--- src/rtl/odo_pkg.sv ---
`timescale 1ns / 1ps

package odo_pkg;

  // cordic iteration count, capped at the arctangent table length
  localparam int CORDIC_STEPS = 16;
  localparam int ATAN_COUNT   = 30;
  localparam int CORDIC_ITERS = (CORDIC_STEPS < ATAN_COUNT) ? CORDIC_STEPS : ATAN_COUNT;
  localparam int ITER_W       = 5;

  // cordic start value, reciprocal of the infinite-iteration gain in Q30
  localparam logic signed [31:0] CORDIC_GAIN_Q30 = 32'sd652032874;

  // configuration register indexes
  localparam int CFG_IDX_W = 2;
  localparam logic [CFG_IDX_W-1:0] REG_HALF_RADIUS  = 2'd0;
  localparam logic [CFG_IDX_W-1:0] REG_HEADING_GAIN = 2'd1;

  localparam logic [15:0] HALF_RADIUS_RST  = 16'd1966;
  localparam logic [31:0] HEADING_GAIN_RST = 32'd102534791;

  typedef struct packed {
    logic signed [15:0] dphi_left;
    logic signed [15:0] dphi_right;
  } odo_in_t;

  typedef struct packed {
    logic signed [31:0] x_pos;
    logic signed [31:0] y_pos;
    logic        [31:0] heading;
    logic        [31:0] path_distance;
  } odo_out_t;

  // controller to datapath commands
  typedef struct packed {
    logic              load;
    logic              mul;
    logic              head;
    logic              iter;
    logic [ITER_W-1:0] iter_idx;
    logic              scale;
    logic              acc;
  } odo_cmd_t;

  // arctangent of 2^-i in binary-angle units
  function automatic logic signed [32:0] atan_bam(input logic [ITER_W-1:0] idx);
    logic [31:0] v;
    unique case (idx)
      5'd0:    v = 32'd536870912;
      5'd1:    v = 32'd316933406;
      5'd2:    v = 32'd167458907;
      5'd3:    v = 32'd85004756;
      5'd4:    v = 32'd42667331;
      5'd5:    v = 32'd21354465;
      5'd6:    v = 32'd10679838;
      5'd7:    v = 32'd5340245;
      5'd8:    v = 32'd2670163;
      5'd9:    v = 32'd1335087;
      5'd10:   v = 32'd667544;
      5'd11:   v = 32'd333772;
      5'd12:   v = 32'd166886;
      5'd13:   v = 32'd83443;
      5'd14:   v = 32'd41722;
      5'd15:   v = 32'd20861;
      5'd16:   v = 32'd10430;
      5'd17:   v = 32'd5215;
      5'd18:   v = 32'd2608;
      5'd19:   v = 32'd1304;
      5'd20:   v = 32'd652;
      5'd21:   v = 32'd326;
      5'd22:   v = 32'd163;
      5'd23:   v = 32'd81;
      5'd24:   v = 32'd41;
      5'd25:   v = 32'd20;
      5'd26:   v = 32'd10;
      5'd27:   v = 32'd5;
      5'd28:   v = 32'd3;
      5'd29:   v = 32'd1;
      default: v = 32'd0;
    endcase
    return $signed({1'b0, v});
  endfunction

endpackage

--- src/rtl/odo_ctrl.sv ---
`timescale 1ns / 1ps

module odo_ctrl (
  input  logic              clk,
  input  logic              rst,
  input  logic              in_valid,
  output logic              in_ready,
  output logic              out_valid,
  input  logic              out_ready,
  output odo_pkg::odo_cmd_t cmd
);
  import odo_pkg::*;

  typedef enum logic [5:0] {
    ST_IDLE  = 6'b000001,
    ST_MUL   = 6'b000010,
    ST_HEAD  = 6'b000100,
    ST_ITER  = 6'b001000,
    ST_SCALE = 6'b010000,
    ST_ACC   = 6'b100000
  } state_t;

  state_t            state, state_next;
  logic [ITER_W-1:0] iter_cnt;
  logic              slot_free;
  logic              last_iter;

  assign slot_free = !out_valid || out_ready;
  assign last_iter = (iter_cnt == ITER_W'(CORDIC_ITERS - 1));
  assign in_ready  = (state == ST_IDLE);

  // next state
  always_comb begin
    state_next = state;
    unique case (state)
      ST_IDLE:  if (in_valid) state_next = ST_MUL;
      ST_MUL:   state_next = ST_HEAD;
      ST_HEAD:  state_next = ST_ITER;
      ST_ITER:  if (last_iter) state_next = ST_SCALE;
      ST_SCALE: state_next = ST_ACC;
      ST_ACC:   if (slot_free) state_next = ST_IDLE;
      default:  state_next = ST_IDLE;
    endcase
  end

  // datapath commands
  always_comb begin
    cmd.load     = (state == ST_IDLE) && in_valid;
    cmd.mul      = (state == ST_MUL);
    cmd.head     = (state == ST_HEAD);
    cmd.iter     = (state == ST_ITER);
    cmd.iter_idx = iter_cnt;
    cmd.scale    = (state == ST_SCALE);
    cmd.acc      = (state == ST_ACC) && slot_free;
  end

  // state, iteration count and output beat flag
  always_ff @(posedge clk) begin
    if (rst) begin
      state     <= ST_IDLE;
      iter_cnt  <= '0;
      out_valid <= 1'b0;
    end else begin
      state <= state_next;
      if (cmd.head) begin
        iter_cnt <= '0;
      end else if (cmd.iter) begin
        iter_cnt <= iter_cnt + 1'b1;
      end
      if (cmd.acc) begin
        out_valid <= 1'b1;
      end else if (out_ready) begin
        out_valid <= 1'b0;
      end
    end
  end

endmodule

--- config.mk ---
export PLATFORM = sky130hd
export DESIGN_NAME = odo_ctrl
export DESIGN_NICKNAME = d
export VERILOG_FILES = /design/src/rtl/odo_pkg.sv /design/src/rtl/odo_ctrl.sv
export SDC_FILE = /design/constraint.sdc
export NUM_CORES = 1
export LEC_CHECK = 0
export BUFFER_PORTS_ARGS = -buffer_cell sky130_fd_sc_hd__clkbuf_2
export CORE_MARGIN = 2
export CORE_UTILIZATION = 35
export DETAILED_ROUTE_END_ITERATION = 16
export HOLD_SLACK_MARGIN = 0.02
export MAX_ROUTING_LAYER = met4
export SETUP_SLACK_MARGIN = 0.02
export SLEW_MARGIN = 5
export SYNTH_ARGS = -nofsm -noshare
export SYNTH_HDL_FRONTEND = slang
export SYNTH_SLANG_ARGS = --single-unit
--- constraint.sdc ---
create_clock -name clk -period 1.4 [get_ports clk]
set_input_delay 0.28 -clock clk [delete_from_list [all_inputs] [get_ports clk]]
set_output_delay 0.28 -clock clk [all_outputs]
set_load 0.005 [all_outputs]
* Word-level counts from Yosys, hierarchy flattened
Index checks and enable logic that the tools add are counted.
** Storage, ports and cells
- Bits in registers :: 12
- Output and inout port bits :: 13
- Logic and storage cells :: 27
- Input port bits :: 4
** Cells by class
- Add/subtract/negate cells :: 1
- Equal/unequal tests :: 10
- Multiplexer cells :: 6
- Reduce and logical (&&, ||, !) cells :: 7
** Operator list (count)
- $pmux 6 s6 :: 1
- $mux 6 :: 3
- $eq 6x1->1 const B :: 1
- $eq 6x2->1 const B :: 1
- $eq 6x3->1 const B :: 1
- $eq 6x4->1 const B :: 1
- $eq 6x5->1 const B :: 1
- $eq 6x6->1 const B :: 1
- $add 5x1->5 const B :: 1
- $eq 5x4->1 const B :: 1
- $ne 2x2->1 const B :: 2
- $reduce_and 3->1 :: 1
- $logic_and 1x1->1 :: 2
- $mux 1 :: 2
- $ne 2x1->1 const B :: 1
- $reduce_bool 2->1 :: 1
- $reduce_or 2->1 :: 1
- $logic_not 1->1 :: 1
- $logic_or 1x1->1 :: 1

* Logic depth before layout (Yosys ltp)
- Depth in word-level cells :: 4
- Gate-level depth with buffers :: 6
- Gate-level depth less buffers :: 5

* Least setup slack after synthesis
Ideal clock, no wire load.
- Path type :: register -> register
- From :: register iter_cnt[0]
- To :: register state[0]
- Arrival :: 1.197 ns
- Stages on the path, launching flop included :: 6
- Buffers on the path :: 0
- Data required time :: 1.270 ns
- Slack :: 0.073 ns
- Library setup time :: 0.130 ns
- Cells stage by stage :: dfxtp_1 ha_1 and3_1 ha_1 o221ai_4 o221ai_2
** On the way
- Cells in the longest elaborated chain, start to end :: 3
** Ends and longest elaborated chain
- from (decl) :: line odo_ctrl.sv:24 : logic [ITER_W-1:0] iter_cnt;
- from (signal assigned) :: line odo_ctrl.sv:68 : iter_cnt <= iter_cnt + 1'b1;
- $eq 5x4->1 :: line odo_ctrl.sv:29 : assign last_iter = (iter_cnt == ITER_W'(CORDIC_ITERS - 1));
- $ne 2x1->1 (no source line)
- $reduce_and 3->1 (no source line)
- to (signal assigned) :: line odo_ctrl.sv:64 : state <= state_next;
- to (decl) :: line odo_ctrl.sv:23 : state_t state, state_next;
No other way between the ends.
A chain may end at the register's enable or synchronous reset.

==> flow_summary.ini <==
[placement]
pre_cts_slack_ns = 0.01069
placed_area_um2 = 802.0
portBuffers = 16
gp_congestion = 0.7553
hpwl_mm = 1.141
placed_cells = 116

[power]
combPwrFrac_pct = 22.5
power.density_nw_per_um2 = 785.3
clkPwrFrac_pct = 33.5
total_power_uw = 817.5
seqPwrFrac_pct = 44.1
p_sw_uw = 210.1
p_sw_share_pct = 25.71
power.internal_uw = 607.3
vdd_ir_drop_max_uv = 647.5
p_leak_nw = 0.4821

[worst_hold_path]
hp-class = primary input to flip-flop
hp-start = rst

[timing]
timing.setup.tns_ns = -0.5823
fin_crit_sh_pct = 109.6
max_freq_mhz = 651.9
fin_skew_ns = 0.002021
tightest_slew_ns = 0.2984
hold_viol = 0
finalSetupViolations = 7
layout_min_cycle_time_ns = 1.534
rsz0062_at_grt = true
slew_headroom_pct = 80.04
final_max_slew_viol_count = 0
setup_ws_ns = -0.1341

[synth]
async_flop_share_pct = 0
netlist-cell-type-count = 33
avgSynthCellArea_um2 = 9.273
synth_ff_type = dfxtp_1
ys_warn_count = 0
synth_edf_count = 0
netlist_area_um2 = 676.9
netlist_top_cells_area = dfxtp_1 35%, nor2_1 4.4%, o221ai_4 3.9%, xor2_1 3.9%, ha_1 3.7%
ys_seq_area_share_pct = 35.49
yosysTopAreaCell = dfxtp_1
yosysTopAreaCellShare_pct = 35.49
synth-seq-cells = 12
syn_inst = 73
syn_nets = 79

[floorplan]
fp.dieArea_um2 = 2302
core_um2 = 1764
die_x_um = 47.98
die_h_um = 47.98
start_util_pct = 38.37
pin_count = 17
row_count = 15

[final_layout]
finalInstanceArea_um2 = 1041
fillers = 182
stdcell_count = 134
nets = 116
syn2layout_area_growth_pct = 53.79
layout-drive-gt1-share_pct = 62.39
final_common_cell = buf_4
mostFrequentLayoutCells = 16 x buf_4, 13 x clkbuf_2, 6 x nor2_1
diodes = 0

[grt]
grt_pass1_wl_mm = 2.711
use_met3_pct = 2.264
met2_usage_pct = 29.87
antenna_found_initial = 0
gr-usage-all-layers_pct = 17.64
grt-ovfl-total = 0
met1_usage_pct = 20.45
grt.busiest_layer = met2
grt_max_degree = 8
grt_pass1_vias = 615

[worst_setup_path]
cp.required_ns = 1.12
critical_path_class = flip-flop to output pin
slowest_delay_ns = 0.38
path_buf_inv = 2
crit_path_end_kind = output pin
crit_slowest_cell = dfxtp_4
crit_chain = nor3_4 -> nand3_2 -> inv_2 -> clkbuf_2
cp.arrival_ns = 1.25
crit_path_max_fanout = 5
startpoint = state[1]
cpLargestDelayFamily = simple AND/OR/NAND/NOR gates
startpoint_type = flip-flop
r2r-start = state[1]

[status]
failed_checks = negative setup slack
outcome = complete, but fails checks

[clocking]
clock_sinks = 12
htree_levels = 1
cts.path.max_buffers = 2
clkTransAtPathRegs_ns = 0.08
cts_root_buffer = clkbuf_4
clk_latency_ns = 0.27
numCtsBuffers = 3
cts_tree = built
ctsHoldBuffers = 0

[route]
via_count = 650
vias_per_cell = 4.851
drtAntennaViolNets = 0
drt_iter0_markers = 7
wirelength_mm = 1.724
post-route-drc-count = 0
dr.pass1.iters = 3
wire_per_inst_um = 12.87

[flow_run]
drv_cap = 0
[power by group through the flow]
stage | clock (mW) | sequential (mW) | combinational, mW
after global routing | 0.296 | 0.361 | 0.199
after floorplan | 0 | 0.365 | 0.0789
after detailed placement | 0 | 0.367 | 0.118
after global placement | 0 | 0.367 | 0.118
after CTS | 0.284 | 0.360 | 0.162
final | 0.273 | 0.360 | 0.184
[Yosys cell counts (all sizes together), types with 3 or more instances]
cell type	number
xor2	3
inv	5
dfxtp	12
and3	3
nor3	4
nor2b	3
nand2	3
nand3	4
nand4	3
nor2	10
a21oi	3
[kinds of logic after synthesis]
| kind of cell | Yosys count | share of synthesized area (%) |
|---|---|---|
| adder cells (fa/ha/maj) | 2 | 3.696 |
| buffers and inverters | 8 | 5.914 |
| flip-flops | 12 | 35.49 |
| AND/OR/NAND/NOR | 37 | 36.05 |
| XOR/XNOR | 4 | 5.177 |
| AO/OA/AOI/OAI | 10 | 13.68 |
[metrics by stage]
| stage | utilization, % | hold WS, ns |
|---|---|---|
| floorplan | - | 0.3491 |
| global placement | 45.46 | 0.4786 |
| detailed placement | 45.46 | 0.4948 |
| CTS | 55.60 | 0.2203 |
| global route | 59.01 | 0.2427 |
| finish | 59.01 | 0.2434 |
[per-layer routing]
metal / up-vias / part of all wire, %
met5: - / 0
li1: 331 / -
met4: 0 / 0.29
met1: 306 / 40
met2: 11 / 57
met3: 2 / 3.0
[registers in the layout, summed over array words and instances, names as in the netlist]
signal / count
iter_cnt: 5
out_valid: 1
state: 6
[timing repair]
action / CTS / global route
resized for setup: 21 / 9
setup buffers: 10 / 6
setup endpoints to repair: 8 / 13
pin swaps: 9 / 11
[final timing paths]
| path | to | slack [ns] | cells past startpoint |
|---|---|---|---|
| hold / removal | state[5] | 0.24 | 2 |
| hold reg to reg | iter_cnt[1] | 0.50 | 2 |
| setup reg to reg | state[0] | -0.03 | 5 |
| setup / recovery | cmd[1] | -0.13 | 4 |
[final cells by class]
class                      count  area (um^2)  share of cell area (%)
timing repair buffer          34        244.0                   23.44
tap                           25        31.28                   3.005
sequential                    12        256.5                   24.64
multi-input combinational     53        445.4                   42.79
clock buffer                   4        36.28                   3.486
inverter                       6        27.53                   2.644
Note: power is estimated with default switching activity, not from simulation.
